**config.mk**
```make
export PLATFORM = sky130hd
export DESIGN_NAME = seven_segment_value_frame_builder_unit
export DESIGN_NICKNAME = d
export VERILOG_FILES = /design/src/svfb_pkg.sv /design/src/seven_segment_value_frame_builder_unit.sv /design/src/svfb_front.sv /design/src/svfb_queue.sv /design/src/svfb_back.sv
export SDC_FILE = /design/constraint.sdc
export NUM_CORES = 1
export LEC_CHECK = 0
export BUFFER_PORTS_ARGS = -buffer_cell sky130_fd_sc_hd__buf_2
export CAP_MARGIN = 20
export CORE_MARGIN = 2
export CORE_UTILIZATION = 64
export DETAILED_ROUTE_END_ITERATION = 8
export PLACE_DENSITY = 0.9
export SYNTH_ARGS = -nofsm -noshare
export SYNTH_HDL_FRONTEND = slang
export SYNTH_HIERARCHICAL = 1
export SYNTH_SLANG_ARGS = --single-unit
```
**constraint.sdc**
```tcl
create_clock -name clk -period 7 [get_ports clk]
set_clock_uncertainty 0.1 [all_clocks]
set_input_delay 1.75 -clock clk [delete_from_list [all_inputs] [get_ports clk]]
set_output_delay 1.75 -clock clk [all_outputs]
set_load 0.02 [all_outputs]
```
**src/svfb_pkg.sv**
```systemverilog
// Shared types, constants and the digit decoder for the seven-segment frame builder.
`timescale 1ns / 1ps

package svfb_pkg;

  // Input word: one show or clear request
  typedef struct packed {
    logic               action;
    logic signed [15:0] value_tenths;
    logic [1:0]         display_select;
  } svfb_in_t;

  // Output word: one byte of a frame
  typedef struct packed {
    logic [7:0] data_byte;
    logic       stop_after;
    logic [1:0] target_display;
    logic       last;
  } svfb_out_t;

  // Classified request handed from the front end to the byte sequencer
  typedef struct packed {
    logic       action;
    logic       neg;
    logic [3:0] tens;
    logic [3:0] ones;
    logic [3:0] tenths;
    logic [1:0] disp;
  } svfb_req_t;

  localparam logic       ACT_SHOW  = 1'b0;
  localparam logic       ACT_CLEAR = 1'b1;

  localparam logic [1:0] DISP_A = 2'd1;
  localparam logic [1:0] DISP_B = 2'd2;

  localparam logic [7:0] CMD_DATA  = 8'h40;
  localparam logic [7:0] CMD_ADDR  = 8'hC0;
  localparam logic [7:0] CMD_CTRL  = 8'h88;
  localparam logic [7:0] SEG_DP    = 8'h80;
  localparam logic [7:0] SEG_MINUS = 8'h40;
  localparam logic [7:0] SEG_BLANK = 8'h00;

  // Index of the final byte of each kind of run
  localparam logic [3:0] SHOW_LAST  = 4'd6;
  localparam logic [3:0] CLEAR_LAST = 4'd9;

  // floor(m / 1000) == (m * RECIP_1000) >> 25 for m < 59999
  localparam logic [15:0] RECIP_1000 = 16'd33555;
  // floor(r / 100) == (r * 41) >> 12 for r < 1000
  localparam logic [15:0] RECIP_100  = 16'd41;
  // floor(r / 10) == (r * 205) >> 11 for r < 100
  localparam logic [14:0] RECIP_10   = 15'd205;

  function automatic logic [7:0] seg_of(input logic [3:0] digit);
    logic [7:0] seg;
    case (digit)
      4'd0:    seg = 8'h3f;
      4'd1:    seg = 8'h06;
      4'd2:    seg = 8'h5b;
      4'd3:    seg = 8'h4f;
      4'd4:    seg = 8'h66;
      4'd5:    seg = 8'h6d;
      4'd6:    seg = 8'h7d;
      4'd7:    seg = 8'h07;
      4'd8:    seg = 8'h7f;
      4'd9:    seg = 8'h6f;
      default: seg = 8'h00;
    endcase
    return seg;
  endfunction

endpackage

```
**src/seven_segment_value_frame_builder_unit.sv**
```systemverilog
// Top level of the seven-segment value frame builder.
`timescale 1ns / 1ps

// Turns show-value and clear requests for one of two four-digit displays into
// the byte words a two-wire display driver chip expects, one output word per
// byte, each with its stop flag, target display and an end-of-run mark. A show
// request yields seven words (data command, address, sign, tens, ones with
// decimal point, tenths, display control); a clear request yields ten (data
// command, address, seven blank bytes, display control). A request whose
// display_select is neither 1 nor 2 is dropped and yields no words. Requests
// are taken on any cycle where full is low; the front end splits the value into
// digits in a six-stage pipeline and parks the result in a QUEUE_DEPTH-entry
// queue. The sequencer then emits one word per cycle while pop keeps up; the
// words of back-to-back requests follow with no gap. A request passes the six
// front-end stages, the queue, the sequencer's request register and the output
// register. The brightness register (reset 3) is sampled when the control byte
// is built; write it only while the block is idle.

module seven_segment_value_frame_builder_unit #(
  parameter int QUEUE_DEPTH = 4
) (
  input  logic                clk,
  input  logic                rst,
  input  logic                push,
  output logic                full,
  input  svfb_pkg::svfb_in_t  in_word,
  output logic                empty,
  input  logic                pop,
  output svfb_pkg::svfb_out_t out_word,
  input  logic                cfg_we,
  input  logic [2:0]          cfg_data
);
  import svfb_pkg::*;

  logic       [2:0] brightness;
  svfb_req_t        fq_data, qb_data;
  logic             fq_push, fq_full;
  logic             qb_pop, qb_empty;

  // Hold the brightness level; it feeds the display-control byte directly.
  always_ff @(posedge clk) begin
    if (rst) begin
      brightness <= 3'd3;
    end else if (cfg_we) begin
      brightness <= cfg_data;
    end
  end

  // Front end: classify, drop bad targets, extract digits.
  svfb_front u_front (
    .clk     (clk),
    .rst     (rst),
    .push    (push),
    .full    (full),
    .in_word (in_word),
    .q_full  (fq_full),
    .q_push  (fq_push),
    .q_data  (fq_data)
  );

  // Decouple digit extraction from byte emission.
  svfb_queue #(
    .DEPTH (QUEUE_DEPTH)
  ) u_queue (
    .clk   (clk),
    .rst   (rst),
    .push  (fq_push),
    .wdata (fq_data),
    .full  (fq_full),
    .pop   (qb_pop),
    .rdata (qb_data),
    .empty (qb_empty)
  );

  // Back end: advance through the run, one word per cycle while pop keeps up.
  svfb_back u_back (
    .clk        (clk),
    .rst        (rst),
    .brightness (brightness),
    .q_empty    (qb_empty),
    .q_data     (qb_data),
    .q_pop      (qb_pop),
    .empty      (empty),
    .pop        (pop),
    .out_word   (out_word)
  );

endmodule

```
**src/svfb_front.sv**
```systemverilog
// Front end: accepts requests, drops those with no display, splits the value into digits.
`timescale 1ns / 1ps

module svfb_front (
  input  logic                clk,
  input  logic                rst,
  input  logic                push,
  output logic                full,
  input  svfb_pkg::svfb_in_t  in_word,
  input  logic                q_full,
  output logic                q_push,
  output svfb_pkg::svfb_req_t q_data
);
  import svfb_pkg::*;

  logic en;

  // stage 1: sign and magnitude
  logic        v1, act1, neg1;
  logic [1:0]  disp1;
  logic [15:0] mag1;
  // stage 2: thousands quotient
  logic        v2, act2, neg2;
  logic [1:0]  disp2;
  logic [15:0] mag2;
  logic [5:0]  q2;
  // stage 3: magnitude mod 1000
  logic        v3, act3, neg3;
  logic [1:0]  disp3;
  logic [9:0]  r3;
  // stage 4: tens digit
  logic        v4, act4, neg4;
  logic [1:0]  disp4;
  logic [9:0]  r4;
  logic [3:0]  tens4;
  // stage 5: remainder below 100
  logic        v5, act5, neg5;
  logic [1:0]  disp5;
  logic [3:0]  tens5;
  logic [6:0]  rem5;
  // stage 6: ones digit
  logic        v6, act6, neg6;
  logic [1:0]  disp6;
  logic [3:0]  tens6, ones6;
  logic [6:0]  rem6;

  logic        disp_ok;
  logic [15:0] mag_in;
  logic [31:0] prod1;
  logic [15:0] qk2, diff2;
  logic [15:0] p3;
  logic [9:0]  diff4;
  logic [14:0] p5;
  logic [6:0]  diff6;

  assign full = v6 & q_full;
  assign en   = ~full;

  assign disp_ok = (in_word.display_select == DISP_A) || (in_word.display_select == DISP_B);
  assign mag_in  = in_word.value_tenths[15] ? 16'(~in_word.value_tenths + 16'sd1)
                                            : 16'(in_word.value_tenths);

  assign prod1 = 32'(mag1) * 32'(RECIP_1000);
  assign qk2   = 16'(q2) * 16'd1000;
  assign diff2 = mag2 - qk2;
  assign p3    = 16'(r3) * RECIP_100;
  assign diff4 = r4 - 10'(tens4) * 10'd100;
  assign p5    = 15'(rem5) * RECIP_10;
  assign diff6 = rem6 - 7'(ones6) * 7'd10;

  always_ff @(posedge clk) begin
    if (rst) begin
      v1 <= 1'b0;
      v2 <= 1'b0;
      v3 <= 1'b0;
      v4 <= 1'b0;
      v5 <= 1'b0;
      v6 <= 1'b0;
    end else if (en) begin
      v1 <= push & disp_ok;
      v2 <= v1;
      v3 <= v2;
      v4 <= v3;
      v5 <= v4;
      v6 <= v5;
    end
  end

  always_ff @(posedge clk) begin
    if (en) begin
      act1  <= in_word.action;
      neg1  <= in_word.value_tenths[15];
      disp1 <= in_word.display_select;
      mag1  <= mag_in;

      act2  <= act1;
      neg2  <= neg1;
      disp2 <= disp1;
      mag2  <= mag1;
      q2    <= prod1[30:25];

      act3  <= act2;
      neg3  <= neg2;
      disp3 <= disp2;
      r3    <= diff2[9:0];

      act4  <= act3;
      neg4  <= neg3;
      disp4 <= disp3;
      r4    <= r3;
      tens4 <= p3[15:12];

      act5  <= act4;
      neg5  <= neg4;
      disp5 <= disp4;
      tens5 <= tens4;
      rem5  <= diff4[6:0];

      act6  <= act5;
      neg6  <= neg5;
      disp6 <= disp5;
      tens6 <= tens5;
      rem6  <= rem5;
      ones6 <= p5[14:11];
    end
  end

  assign q_push = v6 & ~q_full;

  always_comb begin
    q_data.action = act6;
    q_data.neg    = neg6;
    q_data.tens   = tens6;
    q_data.ones   = ones6;
    q_data.tenths = diff6[3:0];
    q_data.disp   = disp6;
  end

endmodule

```
**src/svfb_queue.sv**
```systemverilog
// Short request queue between the front end and the byte sequencer.
`timescale 1ns / 1ps

module svfb_queue #(
  parameter int DEPTH = 4
) (
  input  logic                clk,
  input  logic                rst,
  input  logic                push,
  input  svfb_pkg::svfb_req_t wdata,
  output logic                full,
  input  logic                pop,
  output svfb_pkg::svfb_req_t rdata,
  output logic                empty
);
  import svfb_pkg::*;

  localparam int PW = (DEPTH > 1) ? $clog2(DEPTH) : 1;
  localparam int CW = $clog2(DEPTH + 1);

  svfb_req_t         slots [DEPTH];
  logic [PW-1:0]     wr_ptr, rd_ptr;
  logic [CW-1:0]     count;
  logic              do_push, do_pop;

  assign full    = (count == CW'(DEPTH));
  assign empty   = (count == '0);
  assign do_push = push & ~full;
  assign do_pop  = pop & ~empty;
  assign rdata   = slots[rd_ptr];

  always_ff @(posedge clk) begin
    if (do_push) begin
      slots[wr_ptr] <= wdata;
    end
  end

  always_ff @(posedge clk) begin
    if (rst) begin
      wr_ptr <= '0;
      rd_ptr <= '0;
      count  <= '0;
    end else begin
      if (do_push) begin
        wr_ptr <= (wr_ptr == PW'(DEPTH - 1)) ? '0 : wr_ptr + PW'(1);
      end
      if (do_pop) begin
        rd_ptr <= (rd_ptr == PW'(DEPTH - 1)) ? '0 : rd_ptr + PW'(1);
      end
      if (do_push && !do_pop) begin
        count <= count + CW'(1);
      end else if (do_pop && !do_push) begin
        count <= count - CW'(1);
      end
    end
  end

endmodule

```
**src/svfb_back.sv**
```systemverilog
// Back end: walks one request through its run of bytes into the output register.
`timescale 1ns / 1ps

module svfb_back (
  input  logic                clk,
  input  logic                rst,
  input  logic [2:0]          brightness,
  input  logic                q_empty,
  input  svfb_pkg::svfb_req_t q_data,
  output logic                q_pop,
  output logic                empty,
  input  logic                pop,
  output svfb_pkg::svfb_out_t out_word
);
  import svfb_pkg::*;

  svfb_req_t  cur;
  logic       cur_valid;
  logic [3:0] idx;
  logic       out_valid;
  logic       adv, last_b;
  svfb_out_t  gen;

  assign empty  = ~out_valid;
  assign adv    = cur_valid & (~out_valid | pop);
  assign last_b = (cur.action == ACT_CLEAR) ? (idx == CLEAR_LAST) : (idx == SHOW_LAST);
  assign q_pop  = ~q_empty & (~cur_valid | (adv & last_b));

  always_comb begin
    gen.data_byte      = SEG_BLANK;
    gen.stop_after     = 1'b0;
    gen.target_display = cur.disp;
    gen.last           = last_b;
    if (last_b) begin
      gen.data_byte  = CMD_CTRL | {5'd0, brightness};
      gen.stop_after = 1'b1;
    end else begin
      unique case (idx)
        4'd0: begin
          gen.data_byte  = CMD_DATA;
          gen.stop_after = 1'b1;
        end
        4'd1: gen.data_byte = CMD_ADDR;
        4'd2: begin
          if (cur.action == ACT_SHOW) begin
            gen.data_byte = cur.neg ? SEG_MINUS : SEG_BLANK;
          end
        end
        4'd3: begin
          if (cur.action == ACT_SHOW) begin
            gen.data_byte = seg_of(cur.tens);
          end
        end
        4'd4: begin
          if (cur.action == ACT_SHOW) begin
            gen.data_byte = seg_of(cur.ones) | SEG_DP;
          end
        end
        4'd5: begin
          if (cur.action == ACT_SHOW) begin
            gen.data_byte  = seg_of(cur.tenths);
            gen.stop_after = 1'b1;
          end
        end
        4'd8: gen.stop_after = 1'b1;
        default: gen.data_byte = SEG_BLANK;
      endcase
    end
  end

  always_ff @(posedge clk) begin
    if (rst) begin
      cur_valid <= 1'b0;
      out_valid <= 1'b0;
      idx       <= '0;
    end else begin
      if (q_pop) begin
        cur_valid <= 1'b1;
        idx       <= '0;
      end else if (adv) begin
        if (last_b) begin
          cur_valid <= 1'b0;
        end
        idx <= idx + 4'd1;
      end
      if (adv) begin
        out_valid <= 1'b1;
      end else if (pop) begin
        out_valid <= 1'b0;
      end
    end
  end

  always_ff @(posedge clk) begin
    if (q_pop) begin
      cur <= q_data;
    end
    if (adv) begin
      out_word <= gen;
    end
  end

endmodule
```
# Yosys cells after proc, flatten, opt, wreduce, memory -nomap -nowiden
# Memory sizes are Yosys's and may differ from the RTL's. A register that Yosys moved wholly into a read port is not among the register bits.
# Index checks and enable logic that the tools add are counted.
[op_classes] mux=21 addsub=9 eq_ne=13 shift=0 mul=6 n_bitwise=15 div_mod_pow=0 reduce_logical=14 order_cmp=0
[op_table] operator="$pmux 8 s6" count=1
[op_table] operator="$mul 16x16->31 const B" count=1
[op_table] operator="$mux 8" count=3
[op_table] operator="$add 16x2->16 const B" count=1
[op_table] operator="$mul 10x6->16 const B" count=1
[op_table] operator="$not 16->16" count=1
[op_table] operator="$mul 7x8->15 const B" count=1
[op_table] operator="$mux 15" count=1
[op_table] operator="$eq 4x3->1 const B" count=3
[op_table] operator="$sub 10x10->10" count=1
[op_table] operator="$mux 9" count=1
[op_table] operator="$and 1x1->1" count=8
[op_table] operator="$eq 4x2->1 const B" count=2
[op_table] operator="$eq 4x4->1 const B" count=2
[op_table] operator="$mux 1" count=8
[op_table] operator="$reduce_bool 2->1" count=4
[op_table] operator="$mul 6x7->7 const B" count=1
[op_table] operator="$mux 7" count=1
[op_table] operator="$sub 7x7->7" count=1
[op_table] operator="$eq 2x2->1 const B" count=3
[op_table] operator="$mux 3" count=2
[op_table] operator="$mul 4x5->5 const B" count=1
[op_table] operator="$add 2x1->2 const B" count=2
[op_table] operator="$add 4x1->4 const B" count=1
[op_table] operator="other kinds (19)" count=27
[totals] latchBits=0 mem_bits_rw=64 output_inout_bits=14 ff_bits=134 wordCells=130 rom_bits=336 in_bits=27 mem_count=4
[memory_table] memory="(name not given)" depth=16 word_bits=7 rd=1 rd_clocked_by_memory_dff=0 write_ports=0 line_no="svfb_pkg.sv:57" rtl="case (digit)"
[memory_table] memory="(name not given)" depth=16 word_bits=7 rd=1 rd_clocked_by_memory_dff=0 write_ports=0 line_no="svfb_pkg.sv:57"
[memory_table] memory="(name not given)" depth=16 word_bits=7 rd=1 rd_clocked_by_memory_dff=0 write_ports=0 line_no="svfb_pkg.sv:57"
[memory_table] memory="u_queue.slots" depth=4 word_bits=16 rd=1 rd_clocked_by_memory_dff=1 write_ports=1 line_no="svfb_queue.sv:21" rtl="svfb_req_t slots [DEPTH];"

# Logic depth before layout (Yosys ltp)
# Gate-level depths: netlist of run 1.
[depth] depth_word=10 depth_mapped=17 mapped_depth_nobuf=17

# Modules after synthesis
# The synthesis of run 1 kept the hierarchy.
[by_module_without_submodules] mod="svfb_front" instances=1 area_each_um2=9086.2 cells_per_inst=767
[by_module_without_submodules] mod="svfb_back" instances=1 area_each_um2=3427.0 cells_per_inst=338
[by_module_without_submodules] mod="svfb_queue" instances=1 area_each_um2=2826.5 cells_per_inst=134
[by_module_without_submodules] mod="seven_segment_value_frame_builder_unit" instances=1 area_each_um2=103.8 cells_per_inst=9

# Least setup slack after synthesis of run 1
# OpenSTA, ideal clock, no wires.
[synth_path] kind="reg2out" startpoint="register u_queue.count[0]" endpoint="output port full" path_slack_ns=1.453 required_time_ns=5.150 stages_incl_launch_ff=6 n_path_buf=1 arrival_ns=3.697 path_cell_list="dfxtp_1 or3b_1 buf_6 clkinv_8 nand2_1 inv_1"
[synth_via] elab_chain_cells=2
[synth_rtl] element="from (decl)" line_no="svfb_queue.sv:23" rtl="logic [CW-1:0] count;"
[synth_rtl] element="from (signal assigned)" line_no="svfb_queue.sv:51" rtl="count <= count + CW'(1);"
[synth_rtl] element="from (signal assigned)" line_no="svfb_queue.sv:53" rtl="count <= count - CW'(1);"
[synth_rtl] element="$eq 3x3->1" line_no="svfb_queue.sv:26" rtl="assign full = (count == CW'(DEPTH));"
[synth_rtl] element="named net fq_full" line_no="seven_segment_value_frame_builder_unit.sv:37" rtl="logic fq_push, fq_full;"
[synth_rtl] element="$and 1x1->1" line_no="svfb_front.sv:56" rtl="assign full = v6 & q_full;"
[synth_rtl] element="to (decl)" line_no="seven_segment_value_frame_builder_unit.sv:25" rtl="output logic full,"
# The timed path passes the listed nets, and every way through them passes these cells.

# Final worst setup path of run 1
[layout_path] startpoint="register u_front.mag1[7]" endpoint="register u_front.q2[5] (data pin)"
[layout_via] elab_chain_cells=1
[layout_rtl] element="from (decl)" line_no="svfb_front.sv:21" rtl="logic [15:0] mag1;"
[layout_rtl] element="from (signal assigned)" line_no="svfb_front.sv:94" rtl="mag1 <= mag_in;"
[layout_rtl] element="$mul 16x16->31" line_no="svfb_front.sv:63" rtl="assign prod1 = 32'(mag1) * 32'(RECIP_1000);"
[layout_rtl] element="named net u_front.prod1[30]" line_no="svfb_front.sv:49" rtl="logic [31:0] prod1;"
[layout_rtl] element="to (signal assigned)" line_no="svfb_front.sv:100" rtl="q2 <= prod1[30:25];"
[layout_rtl] element="to (decl)" line_no="svfb_front.sv:26" rtl="logic [5:0] q2;"
# The timed path passes the listed nets, and every way through them passes these cells.
# A chain may end at the register's enable or synchronous reset.

==> impl_metrics.json, run 1 <==
{
  "status": "completed",
  "cts_made_buffers": 25,
  "power.density_nw_per_um2": 434,
  "place_congestion": 0.893,
  "fin_setup_tns_ns": 0,
  "synthFlopType": "edfxtp_1",
  "clkLatencyLatePin_ns": 0.52,
  "clk_pin_slew_ns": 0.06,
  "worstMarginPinSlew_ns": 1.12,
  "drive_gt1_frac": 0.109,
  "fp.dieW_um": 159,
  "routed-wl-met3_mm": 1.72,
  "period_needed_ns": 5.60,
  "pin_count": 41,
  "reg2regPathDepth": 17,
  "cts.sinks": 237,
  "hold_viol_final": 0,
  "syn2layout_area_growth_pct": 7.78,
  "die_y_um": 159,
  "num_antenna_cells": 0,
  "dieArea_um2": 25400,
  "cp.arrival_ns": 5.74,
  "slew-limit-headroom": 0.256,
  "num_vias": 9808,
  "whs_path_depth": 0,
  "synthesis.nets": 1579,
  "ir_drop_v": 0.000363,
  "cellLeakagePower_uw": 0.00733,
  "cts-root-buf": "clkbuf_16",
  "totalWireLength_mm": 31.4,
  "synth_seq_area_share": 0.432,
  "wl_met1_mm": 12.0,
  "crit_required_ns": 7.14,
  "nNetsFinal": 1625,
  "cts-hold-fix-buffers": 0,
  "ys.warnings.count": 6,
  "grt_overflow": 0,
  "maxCapViolCount": 0,
  "htreeDepth": 1,
  "fillers": 1458,
  "endpoint_kind": "register",
  "drt_iter0_drc": 1032,
  "startpoint_type": "register",
  "fmax_mhz": 178,
  "post_cts_resized": 0,
  "setup_viol": 0,
  "multiInputGateArea_um2": 7830,
  "antenna_found_initial": 0,
  "detailed_place_hpwl_mm": 22.0,
  "min_path_type": "register to register",
  "rows": 56,
  "port_buffers": 40,
  "worstPathMaxFanout": 7,
  "critPathKind": "register to register",
  "period_share": 0.800,
  "cts_tree": "built",
  "slew_viol_final": 0,
  "ant_nets": 0,
  "start_util": 0.654,
  "grt_pass1_vias": 10361,
  "synth_area_per_cell_um2": 12.4,
  "wl_per_cell_um": 19.3,
  "drc": 0,
  "ff_latch_area_um2": 6670,
  "synth-edff-count": 192,
  "cts_setup_buffers": 0,
  "dr_wl_met2_mm": 16.3,
  "grt_use_total": 0.252,
  "synth_seq_cells": 237,
  "grt_setup_unrepaired": "false",
  "routed.top_layer": "met4",
  "cts_buffer_depth": 3,
  "netlist_area_um2": 15400,
  "grt_pass1_wl_mm": 51.4,
  "synthCells": 1248,
  "dr.pass1.iters": 5,
  "synthArstFlopShare": 0,
  "core_area_um2": 23600,
  "grt_start_max_net_pins": 67,
  "whs_ns": 0.317,
  "synth_cell_types": 84,
  "vias_per_cell": 6.02
}
logic make-up after synthesis:
kind of cell | after synthesis | share of synthesized area
flip-flops | 237 | 0.432
adder cells (fa/ha/maj) | 304 | 0.275
AO/OA/AOI/OAI | 205 | 0.104
AND/OR/NAND/NOR | 197 | 0.0675
XOR/XNOR | 53 | 0.0301
buffers and inverters | 227 | 0.0624
multiplexers | 25 | 0.0294
metal layers:
layer | track usage | vias to the layer above
li1 | - | 4550
met1 | 0.302 | 4791
met2 | 0.459 | 375
met3 | 0.0344 | 92
met4 | 0.102 | 0
met5 | 0 | -
stage by stage:
step	instances	setup slack (ns)	util	area [um^2]	total power [uW]
final	1629	1.40	0.705	16600	7220
after global routing	1629	1.13	0.705	16600	7900
after CTS	1629	1.47	0.705	16600	7240
after detailed placement	1586	1.50	0.674	15900	5960
after global placement	1586	1.55	0.674	15900	5660
after floorplan	1248	1.45	-	15400	4990
worst max-delay path, cell delays in order (launching register included):
cell	delay, ns
edfxtp_1	0.56
ha_1	0.35
ha_1	0.22
fa_1	0.55
inv_1	0.05
fa_1	0.48
inv_1	0.06
fa_1	0.53
inv_1	0.05
fa_1	0.53
inv_1	0.04
ha_1	0.30
nand2_1	0.07
nor3_1	0.31
nand2_1	0.15
a2111oi_0	0.55
o41ai_1	0.25
xnor2_1	0.18
flip-flops by register name, indices dropped and copies added, names as in the netlist, 6 cells and up, named ones only:
register	cells
u_back/out_word	12
u_queue/slots	64
u_front/r4	7
u_front/q2	6
u_front/rem5	7
u_front/r3	10
u_front/mag2	10
u_back/cur	16
u_front/mag1	16
layout make-up:
type	instances	share of cell area
clock buffers	27	0.0380
clock inverters	16	0.00534
inverters	199	0.0468
multi-input cells	784	0.470
flip-flops and latches	237	0.401
well taps	319	0.0240
repair buffers	47	0.0152
synth_stat cells, types with 6 or more instances:
cell type | n | share of area
a21o_1 | 12 | 0.0058
a21oi_1 | 35 | 0.011
a22o_1 | 7 | 0.0040
a22oi_1 | 14 | 0.0068
a31oi_1 | 9 | 0.0036
and3_1 | 6 | 0.0024
buf_2 | 7 | 0.0023
buf_6 | 6 | 0.0044
clkbuf_1 | 8 | 0.0019
dfxtp_1 | 45 | 0.058
edfxtp_1 | 192 | 0.37
fa_1 | 59 | 0.076
ha_1 | 245 | 0.20
inv_1 | 195 | 0.047
mux2i_1 | 6 | 0.0039
mux4_2 | 16 | 0.023
nand2_1 | 60 | 0.015
nand2b_1 | 7 | 0.0028
nand3_1 | 14 | 0.0045
nand4b_1 | 6 | 0.0034
nor2_1 | 39 | 0.0095
nor2b_1 | 13 | 0.0053
nor3_1 | 15 | 0.0049
o211ai_1 | 8 | 0.0039
o21ai_0 | 36 | 0.012
o21bai_1 | 6 | 0.0029
o31ai_1 | 6 | 0.0029
xnor2_1 | 38 | 0.022
xor2_1 | 15 | 0.0085
where the power goes:
group	internal (uW)	switching [uW]	total, uW
sequential	1890	155	2040
combinational	1780	2220	4000
clock	652	527	1180
total	4320	2900	7220
final timing paths:
| kind | end | slack (ns) | start |
|---|---|---|---|
| worst max-delay path | u_front/q2[5] | 1.40 | u_front/mag1[7] |
| worst max register to register | u_front/q2[5] | 1.40 | u_front/mag1[7] |
| worst min-delay path | u_front/disp4[0] | 0.32 | u_front/disp3[0] |
| worst min register to register | u_front/disp4[0] | 0.32 | u_front/disp3[0] |
cell usage in the layout, fill, tap and decap left out, drive strengths merged, types with 7 or more instances in the layout:
master	netlist	layout
a21o	12	12
a21oi	39	39
a22o	7	7
a22oi	14	14
a31oi	10	10
buf	20	47
clkbuf	8	27
clkinv	3	15
dfxtp	45	45
edfxtp	192	192
fa	59	59
ha	245	245
inv	195	197
mux4	16	16
nand2	62	62
nand2b	9	9
nand3	14	14
nor2	40	40
nor2b	13	13
nor3	15	15
o211ai	8	8
o21ai	42	42
o31ai	11	11
xnor2	38	38
xor2	15	15
(Power assumes the default switching activity.)
==> run 2: changes to the inputs <==
==> constraint.sdc (replaced) <==
create_clock -name clk -period 5.35 [get_ports clk]
set_clock_uncertainty 0.1 [all_clocks]
set_input_delay 1.3375 -clock clk [delete_from_list [all_inputs] [get_ports clk]]
set_output_delay 1.3375 -clock clk [all_outputs]
set_load 0.02 [all_outputs]
==> run 2 against run 1 <==
Net effect: first-iteration DRC count decreased by 7.9%; via count increased by 2.1%; register-to-register slack got worse by 1.2 ns; total power increased by 36%; critical endpoint is now u_front/q2[2].
==> impl_metrics.json, run 2 (synthesis results as in run 1) <==
{
  "status": "completed",
  "dieArea_um2": 25400,
  "htreeDepth": 1,
  "reg2reg_to": "u_front/q2[2]",
  "critPathKind": "register to register",
  "maxCapViolCount": 0,
  "clk_pin_slew_ns": 0.06,
  "grt_start_max_net_pins": 68,
  "grt_pass1_wl_mm": 52.3,
  "pin_count": 41,
  "drive_gt1_frac": 0.121,
  "fin_setup_tns_ns": 0,
  "setup_viol": 0,
  "num_vias": 10017,
  "worstPathMaxFanout": 3,
  "crit_start": "u_front/mag1[6]",
  "multiInputGateArea_um2": 7870,
  "period_share": 0.966,
  "final_cell_mix": "ha_1 (244), inv_1 (195), edfxtp_1 (192), nand2_1 (59), fa_1 (59)",
  "endpoint_kind": "register",
  "grt_overflow": 0,
  "reg2reg_slack_ns": 0.18,
  "post-route-util": 0.714,
  "die_y_um": 159,
  "fp.dieW_um": 159,
  "ant_nets": 0,
  "top_register": "u_queue/slots",
  "endpoint": "u_front/q2[2]",
  "period_needed_ns": 5.17,
  "totalWireLength_mm": 32.3,
  "clkLatencyLatePin_ns": 0.51,
  "worstMarginPinSlew_ns": 1.03,
  "power.density_nw_per_um2": 583,
  "cts.sinks": 237,
  "hold_viol_final": 0,
  "ir_drop_v": 0.000660,
  "syn2layout_area_growth_pct": 9.16,
  "fin_ws_ns": 0.181,
  "port_buffers": 40,
  "dpl_worst_slack_ns": 0.0917,
  "fillers": 1450,
  "place_congestion": 0.906,
  "fmax_mhz": 193,
  "ff_latch_area_um2": 6670,
  "cts_buffer_depth": 3,
  "grt_pass1_vias": 10439,
  "dr.pass1.iters": 6,
  "crit_required_ns": 5.57,
  "startpoint_type": "register",
  "antenna_found_initial": 0,
  "cts_tree": "built",
  "layout_commonest_cell": "ha_1",
  "rows": 56,
  "num_antenna_cells": 0,
  "cts-root-buf": "clkbuf_16",
  "p_total_uw": 9830,
  "start_util": 0.654,
  "grt_use_total": 0.256,
  "reg2regPathDepth": 17,
  "drc": 0,
  "cp.arrival_ns": 5.39,
  "core_area_um2": 23600,
  "slew-limit-headroom": 0.313,
  "nNetsFinal": 1638,
  "cellLeakagePower_uw": 0.00745,
  "slew_viol_final": 0,
  "reg2reg_from": "u_front/mag1[6]",
  "cts_made_buffers": 25,
  "detailed_place_hpwl_mm": 22.9,
  "vias_per_cell": 6.10,
  "drt_iter0_drc": 950,
  "top_regs": "u_queue/slots (64), u_back/cur (16), u_front/mag1 (16)",
  "cts-hold-fix-buffers": 0,
  "largest_register_ffs": 64,
  "wl_per_cell_um": 19.6,
  "min_path_type": "register to register"
}
==> run 2: worst max-delay path, stage by stage (launching register included) <==
cell	delay, ns
edfxtp_1	0.44
ha_1	0.33
ha_1	0.22
fa_1	0.54
inv_1	0.06
fa_1	0.49
inv_1	0.07
fa_1	0.54
inv_1	0.06
fa_1	0.53
inv_1	0.06
ha_4	0.25
o21ai_1	0.12
o21ai_0	0.08
a31oi_1	0.33
o31ai_2	0.16
or4_4	0.53
o311ai_2	0.09
==> run 2: how the worst min path moves through the flow <==
stage,endpoint,start,slack (ns),cells past startpoint
final,u_front/rem5[0],u_front/r4[0],0.32,0
after global routing,u_front/neg3,u_front/neg2,0.33,0
after CTS,u_front/disp6[0],u_front/disp5[0],0.32,0
after detailed placement,u_front/disp6[0],u_front/disp5[0],0.31,0
after global placement,u_front/disp3[0],u_front/disp2[0],0.30,0
after floorplan,u_back/out_word[1],u_back/cur[0],0.30,0
==> run 2: area by class of cell <==
type / instances / area share
clock inverter: 11 / 0.00802
clock buffer: 33 / 0.0389
timing repair buffer: 60 / 0.0208
tap: 319 / 0.0237
multi-input combinational: 784 / 0.467
inverter: 199 / 0.0462
sequential: 237 / 0.395
==> run 2: per-layer routing <==
layer / routed length, um / up-vias / track usage
met3: 1830 / 114 / 0.0328
met1: 12200 / 4924 / 0.310
met2: 16800 / 406 / 0.463
met4: 1380 / 0 / 0.106
met5: 0 / - / 0
li1: - / 4573 / -
==> run 2: power by group <==
part	internal (uW)	switching, uW
combinational	2420	3050
clock	1010	688
sequential	2470	197
==> run 2: per-stage QoR <==
step,hold slack (ns),cells,cell area [um^2]
after floorplan,0.300,1248,15400
after global placement,0.300,1598,16000
after detailed placement,0.306,1598,16000
after CTS,0.322,1642,16800
after global routing,0.328,1643,16900
final,0.321,1643,16900
==> run 2: timing repair <==
| item | 4_1_cts | 5_1_grt |
|---|---|---|
| endpoints found under the setup margin | 0 | 5 |
| setup buffers | 0 | 1 |
| resized for setup | 0 | 14 |
